==> src/dtpb_pkg.sv <==
// shared constants, types and helpers of the depth back-projection block
// no dependencies; used by every other file but the assertion macro header
package dtpb_pkg;

    // frame geometry
    localparam int MAX_WIDTH  = 4096;
    localparam int MAX_HEIGHT = 4096;
    localparam int CNT_W      = $clog2(MAX_WIDTH);
    localparam int ROW_W      = $clog2(MAX_HEIGHT);
    localparam int SIZE_W     = 13;

    // field widths
    localparam int DEPTH_W = 16;
    localparam int CFG_W   = 63;
    localparam int COEF_W  = 20;
    localparam int OFS_W   = 24;
    localparam int IDX_W   = 25;
    localparam int PT_W    = 24;
    localparam int REGI_W  = 3;

    // register indexes
    localparam logic [REGI_W-1:0] REG_RAY_X  = 3'd0;
    localparam logic [REGI_W-1:0] REG_RAY_Y  = 3'd1;
    localparam logic [REGI_W-1:0] REG_RAY_Z  = 3'd2;
    localparam logic [REGI_W-1:0] REG_OFFSET = 3'd3;
    localparam logic [REGI_W-1:0] REG_WIDTH  = 3'd4;
    localparam logic [REGI_W-1:0] REG_HEIGHT = 3'd5;
    localparam logic [REGI_W-1:0] REG_CLOUD  = 3'd6;

    localparam logic [SIZE_W-1:0] WIDTH_RST  = 13'd640;
    localparam logic [SIZE_W-1:0] HEIGHT_RST = 13'd480;

    // scaling: offset is Q16.4, ray product carries 19 fraction bits
    localparam int OFS_SHIFT = 15;
    // divide by 8000 = 64 * 125, rounding half away from zero
    localparam int DIV_SHIFT   = 6;
    localparam int ROUND_ADD   = 4000;
    localparam int T_W         = 30;
    localparam int RECIP_W     = 31;
    localparam int RECIP_SHIFT = 37;
    localparam logic [RECIP_W-1:0] RECIP_125 = 31'd1099511628;

    // saturation limits (magnitudes)
    localparam logic [PT_W-1:0] Q_POS_MAX = 24'h7FFFFF;
    localparam logic [PT_W-1:0] Q_NEG_MAX = 24'h800000;

    // queue between front and back
    localparam int QDEPTH = 4;
    localparam int QAW    = $clog2(QDEPTH);

    typedef struct packed {
        logic [DEPTH_W-1:0] depth;
        logic [CNT_W-1:0]   col;
        logic [ROW_W-1:0]   row;
        logic               frame_end;
    } t_job;

    typedef struct packed {
        logic [CFG_W-1:0]  ray_x;
        logic [CFG_W-1:0]  ray_y;
        logic [CFG_W-1:0]  ray_z;
        logic [CFG_W-1:0]  ofs;
        logic [SIZE_W-1:0] width;
        logic [SIZE_W-1:0] height;
        logic [OFS_W-1:0]  cloud_offset;
    } t_cfg;

    // clamp a frame size to [1, mx]
    function automatic logic [SIZE_W-1:0] clamp_size(input logic [SIZE_W-1:0] v,
                                                     input logic [SIZE_W:0] mx);
        logic [SIZE_W-1:0] r;
        if (v == '0) begin
            r = SIZE_W'(1);
        end else if ({1'b0, v} > mx) begin
            r = mx[SIZE_W-1:0];
        end else begin
            r = v;
        end
        return r;
    endfunction

endpackage

==> src/dtpb_ifs.sv <==
// channel interfaces: depth samples in, points out, register writes
// depends on dtpb_pkg
interface dtpb_px_if import dtpb_pkg::*; ();
    logic               valid;
    logic               ready;
    logic [DEPTH_W-1:0] depth_mm;
    logic               frame_start;
    modport source (output valid, depth_mm, frame_start, input ready);
    modport sink   (input valid, depth_mm, frame_start, output ready);
endinterface


==> src/dtpb_front.sv <==
// front end: accepts depth samples, tracks column and row, marks frame end
// depends on dtpb_pkg, dtpb_ifs
module dtpb_front import dtpb_pkg::*; (
    input  logic      i_clk,
    input  logic      i_rst_n,
    dtpb_px_if.sink   i_px,
    input  t_cfg      i_cfg,
    input  logic      i_full,
    output logic      o_push,
    output t_job      o_job
);

    logic [CNT_W-1:0]  r_col, n_col;
    logic [ROW_W-1:0]  r_row, n_row;
    logic [CNT_W-1:0]  col_cur;
    logic [ROW_W-1:0]  row_cur;
    logic [SIZE_W-1:0] w_m1;
    logic [SIZE_W-1:0] h_m1;
    logic              last_col;
    logic              last_row;

    assign i_px.ready = !i_full;
    assign o_push     = i_px.valid && !i_full;

    // position of this sample, frame start restarts the raster
    always_comb begin
        col_cur  = i_px.frame_start ? '0 : r_col;
        row_cur  = i_px.frame_start ? '0 : r_row;
        w_m1     = i_cfg.width - SIZE_W'(1);
        h_m1     = i_cfg.height - SIZE_W'(1);
        last_col = SIZE_W'(col_cur) >= w_m1;
        last_row = SIZE_W'(row_cur) >= h_m1;
        n_col    = last_col ? '0 : col_cur + CNT_W'(1);
        n_row    = last_col ? (last_row ? '0 : row_cur + ROW_W'(1)) : row_cur;
    end

    // job handed to the queue
    always_comb begin
        o_job.depth     = i_px.depth_mm;
        o_job.col       = col_cur;
        o_job.row       = row_cur;
        o_job.frame_end = last_col && last_row;
    end

    always_ff @(posedge i_clk) begin
        if (!i_rst_n) begin
            r_col <= '0;
            r_row <= '0;
        end else if (o_push) begin
            r_col <= n_col;
            r_row <= n_row;
        end
    end

endmodule

==> src/flat_wrapper.sv <==
// flat-port wrapper written by rule: the top's interface ports become plain ports
module dtpb_front_flat import dtpb_pkg::*;
  (i_clk, i_rst_n, i_cfg, i_full, o_push, o_job, i_px_valid, i_px_depth_mm, i_px_frame_start, i_px_ready);
  dtpb_px_if i_px_i ();
  input  logic i_clk;
  input  logic i_rst_n;
  input  t_cfg i_cfg;
  input  logic i_full;
  output logic o_push;
  output t_job o_job;
  input wire logic [$bits(i_px_i.valid)-1:0] i_px_valid;
  input wire logic [$bits(i_px_i.depth_mm)-1:0] i_px_depth_mm;
  input wire logic [$bits(i_px_i.frame_start)-1:0] i_px_frame_start;
  output wire logic [$bits(i_px_i.ready)-1:0] i_px_ready;
  assign i_px_i.valid = i_px_valid;
  assign i_px_i.depth_mm = i_px_depth_mm;
  assign i_px_i.frame_start = i_px_frame_start;
  assign i_px_ready = i_px_i.ready;
  dtpb_front u_core (.i_clk(i_clk), .i_rst_n(i_rst_n), .i_px(i_px_i), .i_cfg(i_cfg), .i_full(i_full), .o_push(o_push), .o_job(o_job));
endmodule
==> config.mk <==
export PLATFORM = sky130hd
export DESIGN_NAME = dtpb_front_flat
export DESIGN_NICKNAME = d
export VERILOG_FILES = /design/src/dtpb_pkg.sv /design/src/dtpb_ifs.sv /design/src/dtpb_front.sv /design/src/flat_wrapper.sv
export SDC_FILE = /design/constraint.sdc
export NUM_CORES = 1
export LEC_CHECK = 0
export BUFFER_PORTS_ARGS = -buffer_cell sky130_fd_sc_hd__buf_2
export CELL_PAD_IN_SITES_DETAIL_PLACEMENT = 1
export CELL_PAD_IN_SITES_GLOBAL_PLACEMENT = 1
export CORE_AREA = 4 4 139 141
export CTS_CLUSTER_SIZE = 14
export DETAILED_ROUTE_END_ITERATION = 12
export DIE_AREA = 0 0 143 145
export HOLD_SLACK_MARGIN = 0.1
export PLACE_DENSITY = 0.73
export SLEW_MARGIN = 5
export SYNTH_ARGS = -nofsm -noshare
export SYNTH_HDL_FRONTEND = slang
export SYNTH_SLANG_ARGS = --single-unit
==> constraint.sdc <==
create_clock -name i_clk -period 8.19 [get_ports i_clk]
set_input_delay 0.4095 -clock i_clk [delete_from_list [all_inputs] [get_ports i_clk]]
set_output_delay 0.4095 -clock i_clk [all_outputs]
set_load 0.05 [all_outputs]
==> results.cfg <==
[outcome]
status = completed

[setup_path]
cp.arrival_ns = 3.22
setup.worst_path.start_class = primary input
end_kind = output pin
critPathMaxFanout = 9
timing.critical_path.required_ns = 7.78
worst-r2r-cell-count = 10
crit_type = primary input to output pin

[power_and_ir_drop]
peak_supply_drop_v = 0.0000749
pwr-share-seq_pct = 37.4
internal_power_uw = 235
power_uw = 316
combinationalPowerShare_pct = 17.3
p_switching_uw = 80.6
share_clk_of_total_power_pct = 45.3
power_switching_share_pct = 25.5
power.density_cell_area_mw_per_mm2 = 99.7
static_leak_uw = 0.00135

[global_route]
globalRoute.busiestLayer = met2
global_route.overflow_total = 0
met3_capacity_usage_during_global_routing_pct = 2.57
grt_usage_pct = 7.90
first_global_vias = 2621
initial_antenna_violation_count = 0
grt_first_pass_wirelength_um = 13600
grtUsageMet1_pct = 11.2
grt_max_degree = 37
grt.met2_usage_pct = 12.1

[timing]
timing_hold_violations_final = 0
clock-skew-final_ns = 0.00241
finalWorstSetupSlack_ns = 4.56
rsz0062_at_grt = no
max-slew-margin-rel_pct = 47.9
worst_slew_pin_slew_ns = 0.781
fin_worst_hold_slack_ns = 0.469
final_worst_path_period_share_pct = 44.3
setup_tns_ns = 0
setup-violations-final = 0
min_period_ns = 3.63
fmax_mhz = 276
count_of_pins_over_their_slew_limit = 0

[die]
effective_utilization_at_floorplan_pct = 14.8
die_w_um = 143
design.die.area_sq_mm = 0.0207
core-area_sq_mm = 0.0180
height_of_the_die_um = 145
top_level_ports = 366
std_cell_rows = 49

[detailed_routing]
drt_first_iter_violations = 97
via_count = 2582
wl_per_cell_um = 13.5
route.detailed.drc = 0
first_pass_iters = 4
antenna_left = 0
wl_um = 8310
via_per_inst = 4.20

[synthesis]
syn-mean-instance-area_sq_um = 7.53
synth_fp_nets = 703
synth_area_leader_cell = dfxtp_1
most_frequent_cell_after_synthesis = ha_1
yosys_register_bits = 24
synth_largest_type_area_fraction_pct = 18.1
synth-async-reset-ratio_pct = 0
synthTopCellsByCount = 28 x ha_1, 27 x nand2_1, 27 x nor2_1, 24 x dfxtp_1
synthFlopType = dfxtp_1
synthTopCellsByArea = dfxtp_1 18%, ha_1 13%, nor2b_1 5.2%
netlist_area_sq_mm = 0.00265
synth_sequential_area_ratio_pct = 18.1
synth_edf_count = 0
synth_cells = 352
synthesis.yosys.warnings = 0
synth_cell_types = 53

[clock_network]
clk_path_buf_depth = 2
cts_setup_buffers = 0
tritoncts_clock_tree = built
tritoncts.num_buffers = 3
clkLatencyLatePin_ns = 0.26
cts-root-buf = clkbuf_16
cts_num_sinks = 24
post_cts.resized_instances = 0
postCtsHoldBufs = 0
htree_num_levels = 1
post_cts_clock_slew_at_the_launch_and_capture_registers_of_the_worst_setup_and_hold_paths_ns = 0.07

[placement]
detailedPlace.worstSlack_ns = 4.51
gp_congestion = 0.762
sum_of_net_half_perimeters_after_detailed_placement_um = 6520
io_buffer_count = 57

[hold_path]
worstHoldPathCells = 2
hold_path.class = flop to flop

[cells_and_area]
diodes = 0
regArea_sq_um = 480
nFillCells = 2197
area_growth_pct = 19.5
total_area_of_multi_input_combinational_cells_sq_mm = 0.00195
finalNetCount = 738
final_layout_size_suffix_gt1_share_pct = 19.4

[job]
timing.max_cap.violations = 0
-- metrics by stage --
| stage | instance area [sq um] | std cells | util (%) |
|---|---|---|---|
| after floorplan | 2650 | 352 | - |
| after global placement | 3060 | 611 | 17.1 |
| after detailed placement | 3060 | 611 | 17.1 |
| after CTS | 3170 | 615 | 17.6 |
| after global routing | 3170 | 615 | 17.6 |
| final | 3170 | 615 | 17.6 |
-- final cells by class --
class / count / share of cell area [%]
Clock buffer: 3 / 2.37
Clock inverter: 1 / 0.948
Inverter: 13 / 1.54
Multi-Input combinational cell: 286 / 61.5
Sequential cell: 24 / 15.2
Tap cell: 229 / 9.04
Timing Repair Buffer: 59 / 9.48
-- metal layers --
| metal | share of wire (%) | up-vias |
|---|---|---|
| met2 | 43 | 55 |
| met3 | 7.6 | 4 |
| met4 | 0.25 | 0 |
| met5 | 0 | - |
| li1 | - | 1303 |
| met1 | 50 | 1220 |
-- registers in the layout, summed over array words and instances (netlist names) --
register,cells
u_core.r_col,12
u_core.r_row,12
-- kinds of logic after synthesis --
kind of cell	share of synthesized area (%)
mux	0.378
simple gates	36.1
fa+ha+maj	13.2
buf+inv	8.45
compound gates	15.3
flops	18.1
xor+xnor	8.49
-- power by group through the flow --
stage	logic, uW	clock network [uW]	registers [uW]
3_3_place_gp	53.9	0	121
6_report	54.7	143	118
3_5_place_dp	54.9	0	121
2_1_floorplan	54.6	0	120
4_1_cts	55.3	147	118
5_1_grt	61.7	153	118
-- layout by cell type, fill, tap and decap left out, types with 3 or more instances in the layout --
master,synthesis,routed
a211oi_1,3,3
a21o_1,3,3
a21oi_1,22,22
a31oi_1,5,5
and2_1,7,7
and3_1,8,8
buf_2,1,57
clkbuf_16,0,3
dfxtp_1,24,24
ha_1,28,28
inv_1,12,12
nand2_1,27,27
nand2b_1,8,8
nand3_1,20,20
nand4_1,10,10
nor2_1,27,27
nor2b_1,22,22
nor3_1,14,14
nor3b_1,4,4
nor4_1,3,3
o21ai_0,16,16
or3_1,3,3
xnor2_1,15,15
xor2_1,7,7
-- worst max-delay path: stages --
cell and delay, ns:
buf_2 0.10, nor3_1 0.29, nand2b_1 0.11, or3_1 0.38, nor3b_1 0.24, xnor2_1 0.11
ha_1 0.30, nand3_1 0.11, a311o_1 0.38, a31oi_4 0.31, nand2_4 0.10, inv_2 0.09
buf_2 0.27
-- worst paths after layout --
kind | from | to | slack [ns]
setup / recovery | i_cfg[24] | o_job[0] | 4.56
hold reg to reg | u_core.r_row[10]$_SDFFE_PN0P_ | u_core.r_row[10]$_SDFFE_PN0P_ | 0.47
setup reg to reg | u_core.r_col[6]$_SDFFE_PN0P_ | u_core.r_col[10]$_SDFFE_PN0P_ | 5.37
hold / removal | u_core.r_row[10]$_SDFFE_PN0P_ | u_core.r_row[10]$_SDFFE_PN0P_ | 0.47
(Power assumes the default switching activity.)
