$ cat config.mk
export PLATFORM = sky130hd
export DESIGN_NAME = dtpb_queue
export DESIGN_NICKNAME = d
export VERILOG_FILES = /design/src/dtpb_pkg.sv /design/src/dtpb_queue.sv
export SDC_FILE = /design/constraint.sdc
export NUM_CORES = 1
export LEC_CHECK = 0
export BUFFER_PORTS_ARGS = -buffer_cell sky130_fd_sc_hd__buf_2
export CELL_PAD_IN_SITES_DETAIL_PLACEMENT = 1
export CELL_PAD_IN_SITES_GLOBAL_PLACEMENT = 2
export CORE_MARGIN = 4
export CORE_UTILIZATION = 40
export DETAILED_ROUTE_END_ITERATION = 6
export PLACE_DENSITY = 0.72
export SYNTH_ARGS = -nofsm -noshare
export SYNTH_HDL_FRONTEND = slang
export SYNTH_SLANG_ARGS = --single-unit
$ cat constraint.sdc
create_clock -name i_clk -period 1.9 [get_ports i_clk]
set_input_delay 0 -clock i_clk [delete_from_list [all_inputs] [get_ports i_clk]]
set_output_delay 0 -clock i_clk [all_outputs]
set_load 0.01 [all_outputs]
$ cat src/dtpb_pkg.sv
// shared constants, types and helpers of the depth back-projection block
// no dependencies; used by every other file but the assertion macro header
package dtpb_pkg;

    // frame geometry
    localparam int MAX_WIDTH  = 4096;
    localparam int MAX_HEIGHT = 4096;
    localparam int CNT_W      = $clog2(MAX_WIDTH);
    localparam int ROW_W      = $clog2(MAX_HEIGHT);
    localparam int SIZE_W     = 13;

    // field widths
    localparam int DEPTH_W = 16;
    localparam int CFG_W   = 63;
    localparam int COEF_W  = 20;
    localparam int OFS_W   = 24;
    localparam int IDX_W   = 25;
    localparam int PT_W    = 24;
    localparam int REGI_W  = 3;

    // register indexes
    localparam logic [REGI_W-1:0] REG_RAY_X  = 3'd0;
    localparam logic [REGI_W-1:0] REG_RAY_Y  = 3'd1;
    localparam logic [REGI_W-1:0] REG_RAY_Z  = 3'd2;
    localparam logic [REGI_W-1:0] REG_OFFSET = 3'd3;
    localparam logic [REGI_W-1:0] REG_WIDTH  = 3'd4;
    localparam logic [REGI_W-1:0] REG_HEIGHT = 3'd5;
    localparam logic [REGI_W-1:0] REG_CLOUD  = 3'd6;

    localparam logic [SIZE_W-1:0] WIDTH_RST  = 13'd640;
    localparam logic [SIZE_W-1:0] HEIGHT_RST = 13'd480;

    // scaling: offset is Q16.4, ray product carries 19 fraction bits
    localparam int OFS_SHIFT = 15;
    // divide by 8000 = 64 * 125, rounding half away from zero
    localparam int DIV_SHIFT   = 6;
    localparam int ROUND_ADD   = 4000;
    localparam int T_W         = 30;
    localparam int RECIP_W     = 31;
    localparam int RECIP_SHIFT = 37;
    localparam logic [RECIP_W-1:0] RECIP_125 = 31'd1099511628;

    // saturation limits (magnitudes)
    localparam logic [PT_W-1:0] Q_POS_MAX = 24'h7FFFFF;
    localparam logic [PT_W-1:0] Q_NEG_MAX = 24'h800000;

    // queue between front and back
    localparam int QDEPTH = 4;
    localparam int QAW    = $clog2(QDEPTH);

    typedef struct packed {
        logic [DEPTH_W-1:0] depth;
        logic [CNT_W-1:0]   col;
        logic [ROW_W-1:0]   row;
        logic               frame_end;
    } t_job;

    typedef struct packed {
        logic [CFG_W-1:0]  ray_x;
        logic [CFG_W-1:0]  ray_y;
        logic [CFG_W-1:0]  ray_z;
        logic [CFG_W-1:0]  ofs;
        logic [SIZE_W-1:0] width;
        logic [SIZE_W-1:0] height;
        logic [OFS_W-1:0]  cloud_offset;
    } t_cfg;

    // clamp a frame size to [1, mx]
    function automatic logic [SIZE_W-1:0] clamp_size(input logic [SIZE_W-1:0] v,
                                                     input logic [SIZE_W:0] mx);
        logic [SIZE_W-1:0] r;
        if (v == '0) begin
            r = SIZE_W'(1);
        end else if ({1'b0, v} > mx) begin
            r = mx[SIZE_W-1:0];
        end else begin
            r = v;
        end
        return r;
    endfunction

endpackage

$ cat src/dtpb_queue.sv
// short job queue between front and back, register based
// depends on dtpb_pkg
module dtpb_queue import dtpb_pkg::*; (
    input  logic i_clk,
    input  logic i_rst_n,
    input  logic i_push,
    input  t_job i_wdata,
    output logic o_full,
    input  logic i_pop,
    output t_job o_rdata,
    output logic o_empty
);

    t_job             r_mem [QDEPTH];
    logic [QAW-1:0]   r_wr, n_wr;
    logic [QAW-1:0]   r_rd, n_rd;
    logic [QAW:0]     r_cnt, n_cnt;
    logic             do_push;
    logic             do_pop;

    assign o_full  = (r_cnt == (QAW+1)'(QDEPTH));
    assign o_empty = (r_cnt == '0);
    assign o_rdata = r_mem[r_rd];
    assign do_push = i_push && !o_full;
    assign do_pop  = i_pop && !o_empty;

    // pointer and fill count update
    always_comb begin
        n_wr  = do_push ? r_wr + QAW'(1) : r_wr;
        n_rd  = do_pop ? r_rd + QAW'(1) : r_rd;
        n_cnt = r_cnt + (QAW+1)'(do_push) - (QAW+1)'(do_pop);
    end

    always_ff @(posedge i_clk) begin
        if (!i_rst_n) begin
            r_wr  <= '0;
            r_rd  <= '0;
            r_cnt <= '0;
        end else begin
            r_wr  <= n_wr;
            r_rd  <= n_rd;
            r_cnt <= n_cnt;
        end
    end

    // storage
    always_ff @(posedge i_clk) begin
        if (do_push) begin
            r_mem[r_wr] <= i_wdata;
        end
    end

endmodule

==> impl_metrics.csv, run 1 <==
group,metric,value,unit
worst_hold_path,hp-class,"primary input to flop",
floorplan,num_rows,46,
flow_run,maxCapViolations,0,
pwr,p_sw_frac,0.2472,
cts,root_buffer,"clkbuf_16",
route,post_drt_via_cell_ratio,4.771,
placement,dp_hpwl,7806,um
sta,hold-worst-slack,0.1969,ns
placement,numPortBuffers,87,
route,vias,3144,
layout,layout-area-overhead-vs-synth,31.08,%
sta,fmax,504.1,MHz
cts,cts.sinks,173,
worst_setup_path,slowest_delay,0.33,ns
sta,fin_skew,0.01305,ns
route,drtIter0Drc,214,
worst_setup_path,critPathMostFrequentCell,"xnor2_1",
cts,tritoncts,"done",
global_routing,grt_pass1_wl,19810,um
global_routing,grt_pass1_vias,3561,
global_routing,antenna_found_initial,0,
floorplan,ios,88,
sta,maxSlewHeadroom,0.7364,
cts,cts.htree.levels,4,
route,drtPass1Iterations,4,
sta,maxSlewViolCount,0,
layout,drive_gt1_frac,0.4447,
sta,worst_slack,-0.08392,ns
synthesis,yosys_warnings,0,
floorplan,die_h,135.0,um
cts,cts_made_buffers,17,
worst_setup_path,cp.arrival,2.29,ns
status,status,"finished, violations left",
route,routedWlPerCell,19.21,um
layout,fin_util,0.5344,
layout,final_cell_mix,"edfxtp_1 (164), buf_2 (81), dlygate4sd3_1 (44), mux4_2 (40)",
sta,hold_viol_final,0,
pwr,p_seq_frac,0.446,
worst_setup_path,crit_path_end_kind,"flop",
worst_setup_path,worstPathRequired,2.21,ns
global_routing,grt_max_degree,26,
worst_setup_path,worst_path_max_delay_cell,"dfxtp_2",
placement,gp_congestion,0.7055,
floorplan,die_area,18230,um2
worst_setup_path,path_cells,"buf_4 -> nor3_4 -> nor2b_2 -> ha_1 -> inv_2 -> ha_4 -> fa_2 -> xnor2_1 -> xnor2_1 -> and2_1",
synthesis,synth_cells,266,
sta,min_period,1.984,ns
route,drc_errors,0,
route,routed_wirelength,12660,um
synthesis,synthesis.area,6452,um2
status,violations,"negative setup slack",
sta,finalSetupViolations,1,
synthesis,ys_ff_latch,173,
cts,clk_pin_slew,0.06,ns
global_routing,track_usage,0.1476,
sta,rsz0062_at_grt,"yes",
pwr,pwr_density_cell,1273,nW/um2
layout,fillers,1403,
synthesis,syn_nets,318,
synthesis,synth-seq-area-share,0.7912,
cts,cts_buffer_depth,2,
pwr,p_leak,2.927,nW
worst_setup_path,path_max_fanout,3,
layout,nets,482,
layout,final_common_cell,"edfxtp_1",
floorplan,start_util,0.4077,
global_routing,gr-total-overflow,0,
pwr,internal_power,0.008106,W
sta,tightest_slew,0.3954,ns
pwr,comb_power_share,0.241,
cts,insertion_delay,0.42,ns
synthesis,syn_area_per_cell,24.26,um2
worst_setup_path,crit_path_start_kind,"flop",
layout,n_antenna_cell,0,
floorplan,coreArea,15830,um2
pwr,power_frac_clock,0.313,
synthesis,synth_cell_types,23,
floorplan,die_w,135.0,um
pwr,ir_drop,0.6917,mV
sta,fin_crit_sh,1.044,
route,antenna_left,0,
worst_setup_path,worst-setup-path-type,"flop to flop",
pwr,switchingPower,0.002662,W
## stage by stage
| step | cell area [um2] | setup slack, ns | instances | TNS, ns | total power [W] |
|---|---|---|---|---|---|
| after floorplan | 6481 | -0.1337 | 266 | -0.1770 | 0.006340 |
| after global placement | 7276 | -0.07523 | 575 | -0.07523 | 0.007101 |
| after detailed placement | 7276 | -0.1427 | 575 | -0.1596 | 0.007171 |
| after CTS | 8391 | -0.1015 | 656 | -0.1015 | 0.01083 |
| after global routing | 8458 | -0.1706 | 659 | -0.2969 | 0.01131 |
| final | 8458 | -0.08392 | 659 | -0.08392 | 0.01077 |
## final cells by class
cell class	instances	area [um2]	area share
Sequential cell	173	5114	0.6046
Multi-Input combinational cell	75	1239	0.1464
Tap cell	216	270.3	0.03195
Timing Repair Buffer	157	1227	0.1451
Clock inverter	6	86.33	0.01021
Inverter	6	22.52	0.002663
Clock buffer	26	499.2	0.05902
## what timing repair did
action	CTS	global route
gates resized for setup	3	10
endpoints found under the setup margin	29	9
gates cloned	1	0
buffers inserted	4	3
endpoints found under the hold margin	173	0
pin swaps	0	0
hold buffers	44	0
## synth_stat cells
library cell / instances / area (um2)
or3_1: 1 / 6.260
o21ai_0: 3 / 15.01
buf_6: 1 / 11.26
inv_1: 6 / 22.52
and2_1: 7 / 43.79
fa_1: 1 / 20.02
nor2b_1: 2 / 12.51
dfxtp_1: 9 / 180.2
xnor2_1: 2 / 17.52
buf_1: 1 / 3.750
buf_2: 5 / 25.02
nor3b_2: 1 / 12.51
mux4_2: 40 / 900.9
a21boi_1: 1 / 7.510
nor3_2: 1 / 10.01
nand2_1: 6 / 22.52
ha_1: 6 / 75.07
mux2i_1: 2 / 20.02
buf_12: 4 / 80.08
mux4_1: 1 / 26.28
edfxtp_1: 164 / 4925
clkbuf_1: 1 / 3.750
nand4bb_1: 1 / 11.26
## registers in the layout, summed over array words and instances (netlist names), named ones only
register  count
r_cnt         3
r_rd          2
r_mem       164
r_wr          2
## worst paths after layout
path | to | from | slack (ns) | cells past startpoint
hold reg to reg | flop | r_rd[0] | 0.49 | 2
hold / removal | r_wr[1] | i_push | 0.20 | 5
setup / recovery | r_cnt[2] | r_cnt[2] | -0.08 | 10
setup reg to reg | r_cnt[2] | r_cnt[2] | -0.08 | 10
## power by group through the flow
| stage | registers [W] | logic (W) | clock network [W] |
|---|---|---|---|
| 6_report | 0.00480 | 0.00260 | 0.00337 |
| 5_1_grt | 0.00483 | 0.00282 | 0.00365 |
| 4_1_cts | 0.00479 | 0.00256 | 0.00348 |
| 3_5_place_dp | 0.00489 | 0.00228 | 0 |
| 3_3_place_gp | 0.00485 | 0.00225 | 0 |
| 2_1_floorplan | 0.00480 | 0.00154 | 0 |
## critical path, delay by kind of cell (launching register included)
| kind | cells | cell delay, ns |
|---|---|---|
| fa+ha+maj | 3 | 0.76 |
| xor+xnor | 2 | 0.26 |
| flops | 1 | 0.33 |
| simple gates | 3 | 0.35 |
| buf+inv | 2 | 0.18 |
## cell families after synthesis
group                      share of synthesized area
muxes                                         0.1468
buffers and inverters                        0.02269
xor gates and xnor gates                    0.002715
AOI/OAI and AO/OA                           0.003490
adders and majority gates                    0.01474
DFF                                           0.7912
and+or+nand+nor                              0.01842
## layer usage
layer	vias up	global-route usage	routed length (um)
li1	1436	-	-
met1	1628	0.1823	5214
met2	69	0.2529	6717
met3	11	0.03651	548
met4	0	0.05543	177
met5	-	0	0
(Power assumes the default switching activity.)
==> inputs of run 2 (changes only) <==
--- a/config.mk
+++ b/config.mk
@@ -12,6 +12,7 @@
 export CORE_UTILIZATION = 40
 export DETAILED_ROUTE_END_ITERATION = 6
 export PLACE_DENSITY = 0.72
+export RECOVER_POWER = 25
 export SYNTH_ARGS = -nofsm -noshare
 export SYNTH_HDL_FRONTEND = slang
 export SYNTH_SLANG_ARGS = --single-unit
==> run 2 against run 1 <==
The flow still finishes with violations (negative setup slack); cell area down 0.36%; routed wire length about the same; setup slack about the same; hold slack about the same; via count down 0.13%; clock power about the same; register-to-register slack about the same; combinational power about the same.
==> impl_metrics.csv, run 2 (synthesis results as in run 1) <==
group,metric,value,unit
status,status,"finished, violations left",
status,violations,"negative setup slack",
pwr,switchingPower,0.002659,W
worst_hold_path,holdPathStages,5,
layout,seq_area,5114,um2
floorplan,ios,88,
cts,root_buffer,"clkbuf_16",
placement,numPortBuffers,87,
route,antenna_left,0,
sta,hold_viol_final,0,
cts,cts_made_buffers,17,
placement,postPlaceCellArea,7276,um2
layout,final_cell_mix,"edfxtp_1 (164), buf_2 (57), dlygate4sd3_1 (44), mux4_2 (40), clkbuf_1 (29)",
layout,nets,482,
pwr,internal_power,0.008098,W
sta,worst_slack,-0.08392,ns
worst_setup_path,rr_endpoint,"r_cnt[2]",
global_routing,grt_max_degree,26,
sta,tightest_slew,0.4028,ns
layout,multiInputGateArea,1239,um2
layout,n_antenna_cell,0,
route,drc_errors,0,
placement,dpl_worst_slack,-0.1427,ns
worst_setup_path,crit_path_start_kind,"flop",
layout,fin_util,0.5325,
pwr,p_sw_frac,0.2472,
layout,top_register,"r_mem",
sta,fin_crit_sh,1.044,
pwr,ir_drop,0.6929,mV
pwr,pwr_density_cell,1276,nW/um2
global_routing,grt_pass1_wl,19810,um
sta,fin_skew,0.01154,ns
floorplan,start_util,0.4077,
placement,dp_hpwl,7806,um
route,drtIter0Drc,188,
sta,maxSlewViolCount,0,
cts,tritoncts,"done",
worst_setup_path,timing.rr.start,"r_cnt[2]",
floorplan,num_rows,46,
placement,gp_congestion,0.7055,
global_routing,track_usage,0.1476,
route,routedWlPerCell,19.20,um
layout,final_common_cell,"edfxtp_1",
route,vias,3140,
worst_hold_path,hp-class,"primary input to flop",
worst_setup_path,rrSetupSlack,-0.08,ns
layout,fillers,1408,
cts,cts.htree.levels,4,
layout,drive_gt1_frac,0.3905,
sta,fmax,504.1,MHz
layout,largestRegisters,"r_mem (164), r_cnt (3)",
worst_setup_path,worstPathRequired,2.21,ns
layout,final_area,8428,um2
layout,layout-area-overhead-vs-synth,30.62,%
global_routing,gr-total-overflow,0,
layout,largest_reg_flops,164,
pwr,comb_power_share,0.241,
worst_hold_path,hp-start,"i_push",
worst_setup_path,worst-setup-path-type,"flop to flop",
cts,clk_pin_slew,0.06,ns
route,routed_wirelength,12650,um
sta,finalSetupViolations,1,
sta,hold-worst-slack,0.1968,ns
pwr,p_total,0.01076,W
floorplan,die_area,18230,um2
worst_setup_path,ff2ff_path_depth,10,
cts,cts_buffer_depth,2,
cts,insertion_delay,0.42,ns
worst_setup_path,cp.arrival,2.29,ns
floorplan,die_h,135.0,um
route,post_drt_via_cell_ratio,4.765,
sta,min_period,1.984,ns
flow_run,maxCapViolations,0,
sta,maxSlewHeadroom,0.7315,
worst_setup_path,crit_path_end_kind,"flop",
global_routing,grt_pass1_vias,3561,
cts,cts.sinks,173,
worst_setup_path,path_max_fanout,3,
floorplan,die_w,135.0,um
route,drtPass1Iterations,4,
pwr,power_frac_clock,0.313,
pwr,p_seq_frac,0.446,
sta,rsz0062_at_grt,"yes",
pwr,p_leak,2.861,nW
global_routing,antenna_found_initial,0,
worst_hold_path,worstHoldEndpoint,"r_wr[1]",
floorplan,coreArea,15830,um2
[run 2: cell count changes in the layout (fill, tap and decap cells not counted)]
cell / before / now
buf_2: 81 / 57
clkbuf_1: 5 / 29
[run 2: worst max path at each step]
stage | cells after the start | slack (ns) | startpoint | to
floorplan | 11 | -0.13 | r_cnt[2] | r_cnt[2]
global placement | 10 | -0.08 | r_cnt[2] | r_cnt[2]
detailed placement | 10 | -0.14 | r_cnt[2] | r_cnt[2]
CTS | 10 | -0.10 | r_cnt[2] | r_cnt[2]
global route | 10 | -0.17 | r_cnt[2] | r_cnt[2]
finish | 10 | -0.08 | r_cnt[2] | r_cnt[2]
[run 2: area by class of cell]
cell class | count | area share
inverters | 6 | 0.002672
well taps | 216 | 0.03207
flip-flops and latches | 173 | 0.6067
repair buffers | 157 | 0.1421
clock buffers | 26 | 0.05923
multi-input cells | 75 | 0.1470
clock inverters | 6 | 0.01024
[run 2: worst max-delay path: stages, from the launching register on]
cell     delay (ns)
dfxtp_2        0.33
buf_4          0.14
nor3_4         0.13
nor2b_2        0.07
ha_1           0.28
inv_2          0.04
ha_4           0.15
fa_2           0.33
xnor2_1        0.14
xnor2_1        0.12
and2_1         0.15
[run 2: per-stage QoR]
| step | cells | setup TNS (ns) |
|---|---|---|
| final | 659 | -0.08392 |
| after global routing | 659 | -0.2969 |
| after CTS | 656 | -0.1015 |
| after detailed placement | 575 | -0.1596 |
| after global placement | 575 | -0.07523 |
| after floorplan | 266 | -0.1770 |
[run 2: per-layer routing]
metal  routed length [um]  GRT usage
met1                 5192     0.1823
met2                 6766     0.2529
met3                  516    0.03651
met4                  177    0.05543
met5                    0          0
[run 2: what timing repair did]
| action | CTS | global route |
|---|---|---|
| gates resized for setup | 3 | 10 |
| pin swaps | 0 | 0 |
| setup endpoints to repair | 29 | 9 |
| endpoints found under the hold margin | 173 | 0 |
| hold buffers | 44 | 0 |
| gates cloned | 1 | 0 |
| setup buffers | 4 | 3 |
[run 2: power groups by stage]
stage          Combinational, W  Sequential [W]  Clock, W
2_1_floorplan           0.00154         0.00480         0
3_3_place_gp            0.00225         0.00485         0
3_5_place_dp            0.00228         0.00489         0
4_1_cts                 0.00256         0.00479   0.00348
5_1_grt                 0.00281         0.00483   0.00365
6_report                0.00259         0.00480   0.00337
